$ cat src/hw/rtl/hff_pkg.sv
// shared types and character constants of the hex field formatter
package hff_pkg;

    localparam int CNT_W = 7;

    localparam logic [7:0] CHAR_ZERO  = 8'h30;
    localparam logic [7:0] CHAR_SPACE = 8'h20;
    localparam logic [7:0] CHAR_X_UP  = 8'h58;
    localparam logic [7:0] CHAR_X_LO  = 8'h78;
    localparam logic [7:0] CHAR_A_UP  = 8'h41;
    localparam logic [7:0] CHAR_A_LO  = 8'h61;
    localparam logic [3:0] DEC_LIMIT  = 4'd10;

    // one classified field, ready for the emitter
    typedef struct packed {
        logic [31:0]      value;
        logic             upper;
        logic             prefix;
        logic [CNT_W-1:0] prefix_pos;
        logic [CNT_W-1:0] body_start;
        logic [CNT_W-1:0] digit_end;
        logic [CNT_W-1:0] count;
    } hff_desc_t;

    typedef struct packed {
        logic      valid;
        hff_desc_t desc;
    } hff_push_t;

    typedef struct packed {
        logic      valid;
        hff_desc_t desc;
    } hff_head_t;

endpackage

$ cat src/hw/rtl/hff_in_if.sv
// input channel: one value and its conversion flags
interface hff_in_if;
    logic        valid;
    logic        ready;
    logic [31:0] value;
    logic        upper_case;
    logic        alt_form;
    logic        left_align;
    logic        zero_pad;
    logic        precision_given;
    logic [5:0]  precision;
    logic [6:0]  field_width;

    modport source (
        output valid, value, upper_case, alt_form, left_align, zero_pad,
               precision_given, precision, field_width,
        input  ready
    );
    modport sink (
        input  valid, value, upper_case, alt_form, left_align, zero_pad,
               precision_given, precision, field_width,
        output ready
    );
endinterface

$ cat src/hw/rtl/hff_out_if.sv
// output channel: one character of the formatted field
interface hff_out_if;
    logic       valid;
    logic       ready;
    logic [7:0] ch;
    logic       last;
    logic [6:0] field_length;

    modport source (
        output valid, ch, last, field_length,
        input  ready
    );
    modport sink (
        input  valid, ch, last, field_length,
        output ready
    );
endinterface

$ cat src/hw/rtl/hff_front.sv
// front end: accepts a value and works out the layout of its field
module hff_front #(
    parameter int MAX_FIELD = 64
) (
    hff_in_if.sink          fmt_in,
    input  logic            q_full,
    output hff_pkg::hff_push_t push
);
    import hff_pkg::*;

    localparam int CAP = (MAX_FIELD > 127) ? 127 : MAX_FIELD;

    logic [3:0]       nd;
    logic             is_zero;
    logic [CNT_W-1:0] digits;
    logic             pfx;
    logic [CNT_W-1:0] body_len;
    logic [CNT_W-1:0] total;
    logic [CNT_W-1:0] pad;
    logic             zmode;
    logic [CNT_W-1:0] n;
    logic [CNT_W-1:0] ppos;

    assign fmt_in.ready = !q_full;

    always_comb
    begin
        // significant hex digits, at least one
        nd = 4'd1;
        for (int k = 1; k < 8; k++)
        begin
            if (fmt_in.value[4*k +: 4] != 4'd0)
                nd = 4'(k + 1);
        end
        is_zero = (fmt_in.value == 32'd0);
        digits = ({3'b000, nd} < {1'b0, fmt_in.precision}) ?
                 {1'b0, fmt_in.precision} : {3'b000, nd};
        if (is_zero && fmt_in.precision_given && fmt_in.precision == 6'd0)
            digits = '0;
        pfx = fmt_in.alt_form && !is_zero;
        body_len = digits + (pfx ? 7'd2 : 7'd0);
        total = (fmt_in.field_width < body_len) ? body_len : fmt_in.field_width;
        pad = total - body_len;
        zmode = fmt_in.zero_pad && !fmt_in.left_align && !fmt_in.precision_given;
        n = (total < 7'(CAP)) ? total : 7'(CAP);
        ppos = (fmt_in.left_align || zmode) ? 7'd0 : pad;

        push.desc.value      = fmt_in.value;
        push.desc.upper      = fmt_in.upper_case;
        push.desc.prefix     = pfx;
        push.desc.prefix_pos = ppos;
        push.desc.body_start = ppos + (pfx ? 7'd2 : 7'd0);
        push.desc.digit_end  = fmt_in.left_align ? body_len : total;
        push.desc.count      = n;
        // an empty field produces nothing downstream
        push.valid = fmt_in.valid && !q_full && (n != 7'd0);
    end

endmodule

$ cat src/hw/rtl/hff_queue.sv
// two-entry descriptor queue between front end and emitter
module hff_queue (
    input  logic               clk,
    input  logic               rst_n,
    input  hff_pkg::hff_push_t push,
    input  logic               pop,
    output logic               full,
    output hff_pkg::hff_head_t head
);
    import hff_pkg::*;

    hff_desc_t  entry_reg [2];
    logic       wr_ptr_reg, wr_ptr_next;
    logic       rd_ptr_reg, rd_ptr_next;
    logic [1:0] count_reg, count_next;
    logic       do_push, do_pop;

    assign full       = (count_reg == 2'd2);
    assign head.valid = (count_reg != 2'd0);
    assign head.desc  = entry_reg[rd_ptr_reg];
    assign do_push    = push.valid && !full;
    assign do_pop     = pop && head.valid;

    always_comb
    begin
        wr_ptr_next = do_push ? !wr_ptr_reg : wr_ptr_reg;
        rd_ptr_next = do_pop ? !rd_ptr_reg : rd_ptr_reg;
        count_next  = count_reg + {1'b0, do_push} - {1'b0, do_pop};
    end

    always_ff @(posedge clk or negedge rst_n)
    begin
        if (!rst_n)
        begin
            wr_ptr_reg <= 1'b0;
            rd_ptr_reg <= 1'b0;
            count_reg  <= 2'd0;
        end
        else
        begin
            wr_ptr_reg <= wr_ptr_next;
            rd_ptr_reg <= rd_ptr_next;
            count_reg  <= count_next;
        end
    end

    always_ff @(posedge clk)
    begin
        if (do_push)
            entry_reg[wr_ptr_reg] <= push.desc;
    end

endmodule

$ cat src/hw/rtl/hff_back.sv
// emitter: walks a field one character per cycle, while the output is not stalled, into the output register
module hff_back (
    input  logic               clk,
    input  logic               rst_n,
    input  hff_pkg::hff_head_t head,
    output logic               pop,
    hff_out_if.source          fmt_out
);
    import hff_pkg::*;

    hff_desc_t        cur_reg, cur_next;
    logic             cur_valid_reg, cur_valid_next;
    logic [CNT_W-1:0] pos_reg, pos_next;
    logic             out_valid_reg, out_valid_next;
    logic [7:0]       ch_reg;
    logic             last_reg;
    logic [CNT_W-1:0] len_reg;

    logic             advance, finish, load;
    logic [CNT_W-1:0] idx;
    logic [3:0]       nib;
    logic [7:0]       digit_ch;
    logic [7:0]       ch_next;

    assign advance = cur_valid_reg && (!out_valid_reg || fmt_out.ready);
    assign finish  = advance && (pos_reg == cur_reg.count - 7'd1);
    assign load    = head.valid && (!cur_valid_reg || finish);
    assign pop     = load;

    always_comb
    begin
        // digit position counted from the least significant end
        idx = cur_reg.digit_end - 7'd1 - pos_reg;
        nib = (idx < 7'd8) ? cur_reg.value[{idx[2:0], 2'b00} +: 4] : 4'd0;
        if (nib < DEC_LIMIT)
            digit_ch = CHAR_ZERO + {4'd0, nib};
        else
            digit_ch = (cur_reg.upper ? CHAR_A_UP : CHAR_A_LO) + {4'd0, nib - DEC_LIMIT};

        priority if (cur_reg.prefix && pos_reg == cur_reg.prefix_pos)
            ch_next = CHAR_ZERO;
        else if (cur_reg.prefix && pos_reg == cur_reg.prefix_pos + 7'd1)
            ch_next = cur_reg.upper ? CHAR_X_UP : CHAR_X_LO;
        else if (pos_reg >= cur_reg.body_start && pos_reg < cur_reg.digit_end)
            ch_next = digit_ch;
        else
            ch_next = CHAR_SPACE;
    end

    always_comb
    begin
        cur_next       = load ? head.desc : cur_reg;
        cur_valid_next = load ? 1'b1 : (finish ? 1'b0 : cur_valid_reg);
        pos_next       = load ? 7'd0 : (advance ? pos_reg + 7'd1 : pos_reg);
        out_valid_next = advance ? 1'b1 : (fmt_out.ready ? 1'b0 : out_valid_reg);
    end

    always_ff @(posedge clk or negedge rst_n)
    begin
        if (!rst_n)
        begin
            cur_valid_reg <= 1'b0;
            pos_reg       <= '0;
            out_valid_reg <= 1'b0;
        end
        else
        begin
            cur_valid_reg <= cur_valid_next;
            pos_reg       <= pos_next;
            out_valid_reg <= out_valid_next;
        end
    end

    always_ff @(posedge clk)
    begin
        cur_reg <= cur_next;
        if (advance)
        begin
            ch_reg   <= ch_next;
            last_reg <= finish;
            len_reg  <= cur_reg.count;
        end
    end

    assign fmt_out.valid        = out_valid_reg;
    assign fmt_out.ch           = ch_reg;
    assign fmt_out.last         = last_reg;
    assign fmt_out.field_length = len_reg;

endmodule

$ cat src/hw/rtl/hex_field_formatter.sv
// top level of the printf-style hex field formatter
//
// fmt_in carries one 32-bit value with its %x / %X flags, precision and
// field width; a transfer happens on a clock edge with valid and ready high
// fmt_out carries the field back one ASCII character per transfer, left to
// right, with last on the final character and the field length on every one
// the first character reaches fmt_out through the descriptor queue, the
// emitter's current-field register and the output register
// throughput: one character per cycle while fmt_out is not stalled, so a
// field of n characters (up to MAX_FIELD) holds the emitter until its last
// character; the emitter sets the item rate, while the front end accepts a new value every
// cycle as long as the two-entry descriptor queue has room
// a field of zero characters (zero value, precision 0, width 0) produces no
// transfer on fmt_out
// reset empties the queue, the emitter and the output register; no state
// carries between fields
// a stall on fmt_out holds the current character; the emitter and then the
// queue fill up and fmt_in.ready drops only when the queue is full
module hex_field_formatter #(
    parameter int MAX_FIELD = 64
) (
    input  logic      clk,
    input  logic      rst_n,
    hff_in_if.sink    fmt_in,
    hff_out_if.source fmt_out
);
    import hff_pkg::*;

    hff_push_t push;
    hff_head_t head;
    logic      q_full;
    logic      pop;

    // front end: classify and lay out the field
    hff_front #(
        .MAX_FIELD (MAX_FIELD)
    ) u_front (
        .fmt_in (fmt_in),
        .q_full (q_full),
        .push   (push)
    );

    // decouples classification from character emission
    hff_queue u_queue (
        .clk   (clk),
        .rst_n (rst_n),
        .push  (push),
        .pop   (pop),
        .full  (q_full),
        .head  (head)
    );

    // back end: one character per cycle, when fmt_out is not stalled, into the output register
    hff_back u_back (
        .clk     (clk),
        .rst_n   (rst_n),
        .head    (head),
        .pop     (pop),
        .fmt_out (fmt_out)
    );

endmodule

$ cat src/flat_wrapper.sv
// flat-port wrapper written by rule: the top's interface ports become plain ports
module hex_field_formatter_flat import hff_pkg::*;
#(
    parameter int MAX_FIELD = 64
)
  (clk, rst_n, fmt_in_valid, fmt_in_value, fmt_in_upper_case, fmt_in_alt_form, fmt_in_left_align, fmt_in_zero_pad, fmt_in_precision_given, fmt_in_precision, fmt_in_field_width, fmt_in_ready, fmt_out_valid, fmt_out_ch, fmt_out_last, fmt_out_field_length, fmt_out_ready);
  hff_in_if fmt_in_i ();
  hff_out_if fmt_out_i ();
  input  logic clk;
  input  logic rst_n;
  input wire logic [$bits(fmt_in_i.valid)-1:0] fmt_in_valid;
  input wire logic [$bits(fmt_in_i.value)-1:0] fmt_in_value;
  input wire logic [$bits(fmt_in_i.upper_case)-1:0] fmt_in_upper_case;
  input wire logic [$bits(fmt_in_i.alt_form)-1:0] fmt_in_alt_form;
  input wire logic [$bits(fmt_in_i.left_align)-1:0] fmt_in_left_align;
  input wire logic [$bits(fmt_in_i.zero_pad)-1:0] fmt_in_zero_pad;
  input wire logic [$bits(fmt_in_i.precision_given)-1:0] fmt_in_precision_given;
  input wire logic [$bits(fmt_in_i.precision)-1:0] fmt_in_precision;
  input wire logic [$bits(fmt_in_i.field_width)-1:0] fmt_in_field_width;
  output wire logic [$bits(fmt_in_i.ready)-1:0] fmt_in_ready;
  output wire logic [$bits(fmt_out_i.valid)-1:0] fmt_out_valid;
  output wire logic [$bits(fmt_out_i.ch)-1:0] fmt_out_ch;
  output wire logic [$bits(fmt_out_i.last)-1:0] fmt_out_last;
  output wire logic [$bits(fmt_out_i.field_length)-1:0] fmt_out_field_length;
  input wire logic [$bits(fmt_out_i.ready)-1:0] fmt_out_ready;
  assign fmt_in_i.valid = fmt_in_valid;
  assign fmt_in_i.value = fmt_in_value;
  assign fmt_in_i.upper_case = fmt_in_upper_case;
  assign fmt_in_i.alt_form = fmt_in_alt_form;
  assign fmt_in_i.left_align = fmt_in_left_align;
  assign fmt_in_i.zero_pad = fmt_in_zero_pad;
  assign fmt_in_i.precision_given = fmt_in_precision_given;
  assign fmt_in_i.precision = fmt_in_precision;
  assign fmt_in_i.field_width = fmt_in_field_width;
  assign fmt_in_ready = fmt_in_i.ready;
  assign fmt_out_valid = fmt_out_i.valid;
  assign fmt_out_ch = fmt_out_i.ch;
  assign fmt_out_last = fmt_out_i.last;
  assign fmt_out_field_length = fmt_out_i.field_length;
  assign fmt_out_i.ready = fmt_out_ready;
  hex_field_formatter #(.MAX_FIELD(MAX_FIELD)) u_core (.clk(clk), .rst_n(rst_n), .fmt_in(fmt_in_i), .fmt_out(fmt_out_i));
endmodule
$ cat config.mk
export PLATFORM = sky130hd
export DESIGN_NAME = hex_field_formatter_flat
export DESIGN_NICKNAME = d
export VERILOG_FILES = /design/src/hw/rtl/hff_pkg.sv /design/src/hw/rtl/hff_in_if.sv /design/src/hw/rtl/hff_out_if.sv /design/src/hw/rtl/hff_front.sv /design/src/hw/rtl/hff_queue.sv /design/src/hw/rtl/hff_back.sv /design/src/hw/rtl/hex_field_formatter.sv /design/src/flat_wrapper.sv
export SDC_FILE = /design/constraint.sdc
export NUM_CORES = 1
export LEC_CHECK = 0
export BUFFER_PORTS_ARGS = -buffer_cell sky130_fd_sc_hd__clkbuf_2
export CAP_MARGIN = 20
export CORE_UTILIZATION = 40
export CTS_CLUSTER_SIZE = 25
export DETAILED_ROUTE_END_ITERATION = 10
export HOLD_SLACK_MARGIN = 0.06
export PLACE_DENSITY = 0.65
export SYNTH_ARGS = -nofsm -noshare
export SYNTH_HDL_FRONTEND = slang
export SYNTH_HIERARCHICAL = 1
export SYNTH_SLANG_ARGS = --single-unit
$ cat constraint.sdc
create_clock -name clk -period 5.6 [get_ports clk]
set_input_delay 0.28 -clock clk [delete_from_list [all_inputs] [get_ports clk]]
set_output_delay 0.28 -clock clk [all_outputs]
set_load 0.01 [all_outputs]
==> qor.csv, run 1 <==
stage,metric,value,unit
outcome,run status,finished with violations,
outcome,failing checks,design-rule violations,
timing,least setup slack across all paths after layout,0.0603,ns
yosys,register bit count reported by yosys,214,
place,worst setup slack before clock tree synthesis,-0.636,ns
clocking,"buffers from clock root to sink, at most",3,
timing,endpoints failing setup,0,
worst_setup_path,required time reported for the critical path endpoint,5.84,ns
power,cell-internal power,0.00382,W
timing,Slew HR,35.6,%
worst_setup_path,slowest cell delay on critical path,0.55,ns
clocking,CTS tree,done,
place,total instance count after detailed placement,1184,
grt,via count of the first global-routing pass,6373,
drt,antenna-violating nets left,0,
floorplan,total die area,27500,um^2
worst_setup_path,cell depth of the worst flop-to-flop path,11,
drt,via total after detailed routing,6281,
yosys,share of Yosys cell area claimed by the top area cell type,56.2,%
place,Post-DP HPWL,14700,um
timing,clock period minus final worst setup slack,5.54,ns
drt,Vias/cell,4.95,
timing,Fin Clk Skew,0.0312,ns
final_layout,antenna cell count,0,
yosys,syn nets,839,
timing,fin. max-slew vios,0,
power,part of the total power dissipated in combinational logic,30.3,%
yosys,top post-synthesis cells by area,"sky130_fd_sc_hd__edfxtp_1, sky130_fd_sc_hd__mux2_4, sky130_fd_sc_hd__ha_1",
yosys,number of flops mapped to enable cells by yosys,201,
yosys,cell area after synthesis,10700,um^2
power,reported net switching power,0.00158,W
worst_setup_path,register-to-register setup slack,2.06,ns
floorplan,overall die width,166,um
power,sequential share of power,43.5,%
job,max-cap violation count,0,
worst_setup_path,library cell contributing the largest single delay on the critical path,sky130_fd_sc_hd__or4_4,
min_path,endpoint of the worst hold-timing path,u_core/u_queue/entry_reg[1][50],
grt,wire length of the first global-routing pass,33500,um
drt,Iter 0 DRT Violations,285,
final_layout,post-route cell area,13200,um^2
timing,Fmax,0.181,GHz
floorplan,Placement Rows,59,
timing,Least-Margin Pin Slew,0.965,ns
min_path,startpoint of the worst hold path,fmt_in_value[20],
power,Peak supply drop,204,uV
worst_setup_path,r2r startpoint,u_core/u_back/pos_reg[0],
place,gp weighted congestion,0.867,
grt,GRT Overall Usage,15.2,%
drt,drc violations,1,
yosys,portion of the post-synthesis area used by sequential elements,59.2,%
worst_setup_path,Reg-to-Reg End,u_core/u_back/fmt_out.ch[2],
drt,routed length on met1,9320,um
clocking,clock latency on the worst-skew pair,0.51,ns
min_path,type of the most critical hold path,in2reg,
min_path,Min-Delay Path Depth,2,
yosys,share of async-settable or async-resettable flops after synthesis,6.07,%
drt,wire length on met3,771,um
drt,Detailed Route WL,20700,um
worst_setup_path,worst path arrival time,5.78,ns
drt,iteration count of the initial detailed-routing pass,7,
final_layout,non-filler cells in the finished layout,1270,
power,Switching Fraction,29.3,%
drt,top metal layer carrying routed signals,met4,
yosys,post-synthesis cell type with the largest combined area,sky130_fd_sc_hd__edfxtp_1,
timing,final worst-path cycle share,98.9,%
grt,number of antenna violations at the first check in global routing,0,
yosys,number of distinct library cell variants in the gate-level netlist after synthesis,79,
clocking,H-tree depth,1,
power,power per standard cell area,409,nW/um^2
worst_setup_path,sort of element at the start of the critical path,input port,
final_layout,sequential cell area,6360,um^2
grt,pin count of the biggest net entering global routing,70,
floorplan,vertical extent of the die,166,um
final_layout,"Area growth, synth to finish",22.7,%
power,total power draw,0.00540,W
worst_setup_path,most repeated library cell on the critical path,sky130_fd_sc_hd__ha_4,
timing,final-report hold violation count,0,
final_layout,Largest register FFs,124,
worst_setup_path,top fanout value on the critical path,4,
clocking,total number of clock tree sinks,214,
floorplan,number of ports placed on the die boundary,72,
grt,overall overflow remaining after global route,0,
floorplan,area of the core region,26200,um^2
worst_setup_path,category of the worst setup path capture point,register,
drt,wire length per cell after detailed routing,16.3,um
clocking,Root Buffer,sky130_fd_sc_hd__clkbuf_16,
final_layout,Filler cells,2200,
power,Clk pwr share,26.2,%
yosys,Most used DFF post-synth,sky130_fd_sc_hd__edfxtp_1,
drt,length of routed met2 wiring,10200,um
power,static power due to leakage,5.15,nW
yosys,YS warnings,6,
final_layout,multi-input combinational cell area,4010,um^2
worst_setup_path,worst setup path category,in2reg,
floorplan,Initial Utilization,41.0,%
timing,worst hold slack,0.0790,ns
final_layout,proportion of layout cells with a drive suffix above 1,37.4,%
yosys,synthesized instance count,742,
yosys,Avg Inst Size Synth,14.5,um^2
place,placed standard-cell area,11900,um^2
clocking,total clock buffers created by CTS,23,
place,I/O Buffers,70,
timing,setup repair after global routing missed its margin,true,
final_layout,net count of the finished layout,1015,
clocking,clock slew at the register clock pins of the worst setup and hold paths,0.06,ns
cell usage in the layout (no fill, tap or decap), types with 4 or more instances in the layout:
| master | n |
|---|---|
| sky130_fd_sc_hd__xor2_1 | 15 |
| sky130_fd_sc_hd__dfrtp_1 | 12 |
| sky130_fd_sc_hd__edfxtp_1 | 201 |
| sky130_fd_sc_hd__mux2_2 | 6 |
| sky130_fd_sc_hd__and2_1 | 5 |
| sky130_fd_sc_hd__ha_1 | 34 |
| sky130_fd_sc_hd__nor2_2 | 4 |
| sky130_fd_sc_hd__nor4_2 | 5 |
| sky130_fd_sc_hd__dlygate4sd3_1 | 31 |
| sky130_fd_sc_hd__clkinv_2 | 5 |
| sky130_fd_sc_hd__nand2b_1 | 5 |
| sky130_fd_sc_hd__buf_4 | 99 |
| sky130_fd_sc_hd__o21ai_0 | 19 |
| sky130_fd_sc_hd__nor2b_1 | 6 |
| sky130_fd_sc_hd__clkbuf_2 | 69 |
| sky130_fd_sc_hd__inv_1 | 41 |
| sky130_fd_sc_hd__clkbuf_16 | 23 |
| sky130_fd_sc_hd__nand2_1 | 30 |
| sky130_fd_sc_hd__clkinv_1 | 4 |
| sky130_fd_sc_hd__a21o_1 | 8 |
| sky130_fd_sc_hd__mux2_4 | 61 |
| sky130_fd_sc_hd__nor4_1 | 7 |
| sky130_fd_sc_hd__or4_1 | 6 |
| sky130_fd_sc_hd__a21oi_1 | 21 |
| sky130_fd_sc_hd__o211ai_1 | 4 |
| sky130_fd_sc_hd__nand4_1 | 9 |
| sky130_fd_sc_hd__mux2i_1 | 4 |
| sky130_fd_sc_hd__ha_4 | 5 |
| sky130_fd_sc_hd__xnor2_1 | 27 |
| sky130_fd_sc_hd__clkbuf_1 | 4 |
| sky130_fd_sc_hd__nand3_1 | 10 |
| sky130_fd_sc_hd__nor3_1 | 9 |
| sky130_fd_sc_hd__nor2_1 | 27 |
| sky130_fd_sc_hd__mux4_2 | 8 |
power groups by stage:
stage / Combinational, W / Sequential (W) / Clock, W
floorplan: 0.00136 / 0.00225 / 0
global placement: 0.00158 / 0.00237 / 0
detailed placement: 0.00160 / 0.00239 / 0
CTS: 0.00163 / 0.00235 / 0.00145
global route: 0.00179 / 0.00238 / 0.00152
finish: 0.00163 / 0.00235 / 0.00142
layout make-up:
type / instances / area share (%)
inverters: 45 / 1.30
clock buffers: 28 / 4.58
multi-input cells: 428 / 30.4
well taps: 335 / 3.18
repair buffers: 206 / 11.4
flip-flops and latches: 214 / 48.3
clock inverters: 14 / 0.863
metrics by stage:
| stage | util, % | setup TNS (ns) |
|---|---|---|
| 3_3_place_gp | 45.5 | -5.65 |
| 6_report | 50.3 | 0 |
| 4_1_cts | 49.8 | 0 |
| 2_1_floorplan | - | -5.71 |
| 5_1_grt | 50.3 | -0.921 |
| 3_5_place_dp | 45.5 | -7.72 |
worst max path at each step:
| stage | startpoint | endpoint | slack (ns) | depth (start not counted) |
|---|---|---|---|---|
| 3_3_place_gp | fmt_in_value[13] | u_core/u_queue/entry_reg[0][20] | -0.51 | 31 |
| 3_5_place_dp | fmt_in_value[13] | u_core/u_queue/entry_reg[1][20] | -0.64 | 31 |
| 5_1_grt | fmt_in_value[10] | u_core/u_queue/entry_reg[1][20] | -0.19 | 31 |
| 4_1_cts | fmt_in_value[9] | u_core/u_queue/entry_reg[1][20] | 0.005 | 30 |
| 6_report | fmt_in_value[10] | u_core/u_queue/entry_reg[1][20] | 0.06 | 31 |
| 2_1_floorplan | fmt_in_value[9] | u_core/u_queue/entry_reg[0][20] | -0.55 | 31 |
worst max-delay path, delay by kind of cell:
kind | cells | cell delay (ns)
simple gates | 12 | 2.04
fa+ha+maj | 5 | 1.22
compound gates | 6 | 1.06
mux | 3 | 0.76
buf+inv | 4 | 0.32
xor+xnor | 1 | 0.10
synth_stat cells (5+ instances only):
master and instances:
sky130_fd_sc_hd__nand2_1 32, sky130_fd_sc_hd__inv_1 44, sky130_fd_sc_hd__and2_1 7, sky130_fd_sc_hd__buf_12 6
sky130_fd_sc_hd__nor4_1 11, sky130_fd_sc_hd__nand2b_1 6, sky130_fd_sc_hd__nor2_1 31, sky130_fd_sc_hd__nand4_1 9
sky130_fd_sc_hd__dfrtp_1 13, sky130_fd_sc_hd__nor2b_1 6, sky130_fd_sc_hd__clkbuf_1 5, sky130_fd_sc_hd__buf_4 36
sky130_fd_sc_hd__xnor2_1 29, sky130_fd_sc_hd__a21o_1 8, sky130_fd_sc_hd__or4_1 7, sky130_fd_sc_hd__xor2_1 15
sky130_fd_sc_hd__nor3_1 10, sky130_fd_sc_hd__mux2_4 60, sky130_fd_sc_hd__o21ai_0 21, sky130_fd_sc_hd__a21oi_1 22
sky130_fd_sc_hd__edfxtp_1 201, sky130_fd_sc_hd__ha_1 41, sky130_fd_sc_hd__mux2i_1 6, sky130_fd_sc_hd__and3_1 6
sky130_fd_sc_hd__mux4_2 8, sky130_fd_sc_hd__mux2_2 7, sky130_fd_sc_hd__nand3_1 12
layer usage:
layer,vias up,track usage [%]
met5,-,0
met4,0,4.31
met3,32,2.24
met2,119,26.4
met1,3021,19.7
li1,3109,-
kinds of logic after synthesis:
family	synth area share [%]
compound gates	6.55
xor+xnor	3.74
fa+ha+maj	5.15
buf+inv	5.86
flops	59.2
mux	11.6
other cells	0.0349
simple gates	7.91
repair_timing:
action / CTS / global route
hold buffers: 31 / 0
gates cloned: 0 / 0
buffers inserted: 4 / 9
pin swaps: 12 / 25
resized for setup: 11 / 13
setup endpoints to repair: 8 / 12
hold endpoints to repair: 72 / 0
(Power assumes the default switching activity.)
==> run 2, diff against run 1 <==
Settings changed: ABC_AREA set to 1.
==> run 2 against run 1 <==
  * Final cell count rose by 19%
  * Clock skew fell by 0.0039 ns
  * Global-route usage up 0.56 points
  * Synthesized cell count up 44%
  * Largest cell class unchanged
  * Critical endpoint is now u_core/u_queue/entry_reg[0][19]
  * Register-to-register slack gained 0.02 ns
  * Cell area is 6.2% lower
  * Flip-flop and latch count stayed put
  * Area after synthesis grew 0.10%
  * Hold slack better by 0.10 ns
  * The flow still finishes with violations (design-rule violations)
  * Sequential share of layout area increased by 3.2 points
  * Non-clock buffer count fell by 86
  * Utilization decreased by 3.1 points
==> qor.csv, run 2 <==
stage,metric,value,unit,change
power,Switching Fraction,33.3,%,was 29.3%
timing,worst hold slack,0.179,ns,was 0.0790 ns
outcome,run status,finished with violations,,unchanged
place,I/O Buffers,70,,unchanged
drt,wire length per cell after detailed routing,14.2,um,was 16.3 um
clocking,total number of clock tree sinks,214,,unchanged
worst_setup_path,slowest cell delay on critical path,0.54,ns,was 0.55 ns
grt,wire length of the first global-routing pass,35000,um,was 33500 um
yosys,share of Yosys cell area claimed by the top area cell type,56.1,%,was 56.2%
grt,pin count of the biggest net entering global routing,71,,was 70
final_layout,Filler cells,2358,,was 2200
place,Post-DP HPWL,14900,um,was 14700 um
final_layout,Largest register FFs,124,,unchanged
power,part of the total power dissipated in combinational logic,29.4,%,was 30.3%
drt,via total after detailed routing,7167,,was 6281
outcome,failing checks,design-rule violations,,unchanged
clocking,"buffers from clock root to sink, at most",3,,unchanged
power,static power due to leakage,5.37,nW,was 5.15 nW
yosys,number of distinct library cell variants in the gate-level netlist after synthesis,42,,was 79
yosys,syn nets,1166,,was 839
yosys,post-synthesis cell type with the largest combined area,sky130_fd_sc_hd__edfxtp_1,,unchanged
drt,drc violations,6,,was 1
timing,Fin Clk Skew,0.0273,ns,was 0.0312 ns
final_layout,antenna cell count,0,,unchanged
final_layout,final cell utilization of the core,47.2,%,was 50.3%
timing,clock period minus final worst setup slack,5.26,ns,was 5.54 ns
yosys,Most used DFF post-synth,sky130_fd_sc_hd__edfxtp_1,,unchanged
drt,Iter 0 DRT Violations,488,,was 285
drt,iteration count of the initial detailed-routing pass,8,,was 7
yosys,YS warnings,6,,unchanged
floorplan,number of ports placed on the die boundary,72,,unchanged
yosys,portion of the post-synthesis area used by sequential elements,59.1,%,was 59.2%
timing,Slew HR,41.7,%,was 35.6%
grt,via count of the first global-routing pass,6938,,was 6373
floorplan,Placement Rows,59,,unchanged
timing,fin. max-slew vios,0,,unchanged
grt,overall overflow remaining after global route,0,,unchanged
drt,length of routed met2 wiring,9860,um,was 10200 um
final_layout,proportion of layout cells with a drive suffix above 1,15.7,%,was 37.4%
final_layout,most used cells in the layout excluding fill and tap cells,"sky130_fd_sc_hd__nand2_1, sky130_fd_sc_hd__edfxtp_1, sky130_fd_sc_hd__inv_1, sky130_fd_sc_hd__clkbuf_2, sky130_fd_sc_hd__nand3_1",,"was sky130_fd_sc_hd__edfxtp_1, sky130_fd_sc_hd__buf_4, sky130_fd_sc_hd__clkbuf_2, sky130_fd_sc_hd__mux2_4, sky130_fd_sc_hd__inv_1"
yosys,register bit count reported by yosys,214,,unchanged
grt,number of antenna violations at the first check in global routing,0,,unchanged
worst_setup_path,worst setup path category,in2reg,,unchanged
power,reported net switching power,0.00174,W,was 0.00158 W
clocking,clock latency on the worst-skew pair,0.51,ns,about the same
floorplan,overall die width,166,um,about the same
timing,Least-Margin Pin Slew,0.874,ns,was 0.965 ns
floorplan,area of the core region,26200,um^2,unchanged
floorplan,total die area,27500,um^2,about the same
floorplan,Initial Utilization,41.0,%,about the same
power,Peak supply drop,244,uV,was 204 uV
worst_setup_path,sort of element at the start of the critical path,input port,,unchanged
place,total instance count after detailed placement,1430,,was 1184
drt,antenna-violating nets left,0,,unchanged
timing,endpoints failing setup,0,,unchanged
yosys,synthesized instance count,1069,,was 742
final_layout,non-filler cells in the finished layout,1505,,was 1270
final_layout,"leading cell type in the layout, fill and taps excluded",sky130_fd_sc_hd__nand2_1,,was sky130_fd_sc_hd__edfxtp_1
yosys,top post-synthesis cells by area,"sky130_fd_sc_hd__edfxtp_1, sky130_fd_sc_hd__nand2_1, sky130_fd_sc_hd__ha_1",,"was sky130_fd_sc_hd__edfxtp_1, sky130_fd_sc_hd__mux2_4, sky130_fd_sc_hd__ha_1"
yosys,"count leader, synth",sky130_fd_sc_hd__nand2_1,,was sky130_fd_sc_hd__edfxtp_1
worst_setup_path,required time reported for the critical path endpoint,5.83,ns,was 5.84 ns
power,Clk pwr share,27.1,%,was 26.2%
timing,final worst-path cycle share,94.0,%,was 98.9%
min_path,type of the most critical hold path,in2reg,,unchanged
worst_setup_path,number of buffers and inverters on the critical path,9,,was 4
yosys,cell area after synthesis,10800,um^2,was 10700 um^2
worst_setup_path,library cell contributing the largest single delay on the critical path,sky130_fd_sc_hd__dlygate4sd3_1,,was sky130_fd_sc_hd__or4_4
timing,Fmax,0.190,GHz,was 0.181 GHz
final_layout,net count of the finished layout,1252,,was 1015
power,cell-internal power,0.00348,W,was 0.00382 W
drt,routed length on met1,10100,um,was 9320 um
job,max-cap violation count,0,,unchanged
worst_setup_path,category of the worst setup path capture point,register,,unchanged
timing,final-report hold violation count,0,,unchanged
floorplan,vertical extent of the die,166,um,about the same
worst_setup_path,top fanout value on the critical path,7,,was 4
drt,Vias/cell,4.76,,was 4.95
yosys,share of async-settable or async-resettable flops after synthesis,6.07,%,unchanged
clocking,Root Buffer,sky130_fd_sc_hd__clkbuf_16,,unchanged
drt,Detailed Route WL,21400,um,was 20700 um
drt,wire length on met3,1150,um,was 771 um
power,power per standard cell area,422,nW/um^2,was 409 nW/um^2
clocking,H-tree depth,1,,unchanged
clocking,clock slew at the register clock pins of the worst setup and hold paths,0.06,ns,about the same
worst_setup_path,most repeated library cell on the critical path,sky130_fd_sc_hd__nand2_1,,was sky130_fd_sc_hd__ha_4
yosys,number of flops mapped to enable cells by yosys,201,,unchanged
worst_setup_path,kind of cell with the highest combined delay on the critical path,adder cells,,was simple AND/OR/NAND/NOR gates
clocking,total clock buffers created by CTS,22,,was 23
grt,GRT Overall Usage,15.7,%,was 15.2%
yosys,cell types with the highest counts after synthesis,"sky130_fd_sc_hd__nand2_1, sky130_fd_sc_hd__edfxtp_1, sky130_fd_sc_hd__inv_1",,"was sky130_fd_sc_hd__edfxtp_1, sky130_fd_sc_hd__mux2_4, sky130_fd_sc_hd__inv_1"
clocking,CTS tree,done,,unchanged
power,sequential share of power,43.5,%,about the same
yosys,Avg Inst Size Synth,10.1,um^2,was 14.5 um^2
worst_setup_path,worst path arrival time,5.49,ns,was 5.78 ns
drt,top metal layer carrying routed signals,met4,,unchanged
place,gp weighted congestion,0.846,,was 0.867
final_layout,"Area growth, synth to finish",15.0,%,was 22.7%
-- run 2: cell count changes after synthesis, moves of 8 or more --
| cell | change |
|---|---|
| sky130_fd_sc_hd__nand2_1 | +332 |
| sky130_fd_sc_hd__inv_1 | +68 |
| sky130_fd_sc_hd__mux2_4 | -60 |
| sky130_fd_sc_hd__nand3_1 | +47 |
| sky130_fd_sc_hd__nor2_1 | +35 |
| sky130_fd_sc_hd__xnor2_1 | -18 |
| sky130_fd_sc_hd__nand2_2 | +16 |
| sky130_fd_sc_hd__nor4_1 | -11 |
| sky130_fd_sc_hd__buf_4 | +10 |
| sky130_fd_sc_hd__a21o_1 | -8 |
| sky130_fd_sc_hd__mux4_2 | -8 |
-- run 2: power by group through the flow --
stage	Combinational [W]	Clock [W]	Sequential [W]
2_1_floorplan	0.00116	0	0.00227
3_3_place_gp	0.00148	0	0.00230
3_5_place_dp	0.00151	0	0.00230
4_1_cts	0.00153	0.00145	0.00227
5_1_grt	0.00175	0.00151	0.00230
6_report	0.00153	0.00141	0.00227
-- run 2: metrics by stage --
stage	worst slack [ns]	total power (W)	instance area, um^2	setup TNS, ns
3_5_place_dp	-0.00551	0.00381	11200	-0.0110
4_1_cts	0.0692	0.00525	12300	0
3_3_place_gp	0.119	0.00378	11200	0
5_1_grt	-0.0599	0.00556	12400	-0.166
6_report	0.335	0.00522	12400	0
2_1_floorplan	0.0774	0.00343	10800	0
-- run 2: per-layer routing --
metal  GRT usage, %  vias up
met5              0        -
met4           3.49        0
met3           1.76       25
met2           25.6      159
met1           22.6     3350
li1               -     3633
-- run 2: worst paths after layout --
path                                            from                              end  slack, ns  cells past startpoint
setup reg to reg            u_core/u_back/pos_reg[0]      u_core/u_back/fmt_out.ch[4]       2.08                     14
setup / recovery                    fmt_in_value[25]  u_core/u_queue/entry_reg[0][19]       0.34                     39
min in group asynchronous                      rst_n         u_core/u_back/pos_reg[5]       0.21                      2
max in group asynchronous                      rst_n        u_core/u_queue/rd_ptr_reg       5.10                      2
hold / removal                       fmt_in_alt_form  u_core/u_queue/entry_reg[1][28]       0.18                      3
hold reg to reg            u_core/u_queue/wr_ptr_reg        u_core/u_queue/wr_ptr_reg       0.47                      2
-- run 2: layout make-up --
class	count	area (um^2)	share of cell area [%]
clock buffer	31	594	4.81
clock inverter	8	104	0.840
inverter	118	453	3.66
multi-input combinational	679	3590	29.0
sequential	214	6360	51.4
tap	335	419	3.39
timing repair buffer	120	843	6.82
-- run 2: logic make-up after synthesis --
family	synth area share (%)
simple gates	22.1
flops	59.1
buf+inv	8.49
compound gates	2.58
fa+ha+maj	5.14
xor+xnor	2.43
other cells	0.0349
mux	0.0931
-- run 2: tightest hold or removal path, delay by kind of cell --
| kind | cells | cell delay (ns) |
|---|---|---|
| buf+inv | 2 | 0.13 |
| simple gates | 1 | 0.09 |
-- run 2: timing repair --
action | in CTS | in global routing
hold buffers | 35 | 0
setup endpoints to repair | 0 | 138
gates resized for setup | 0 | 29
setup buffers | 0 | 3
hold endpoints to repair | 80 | 0
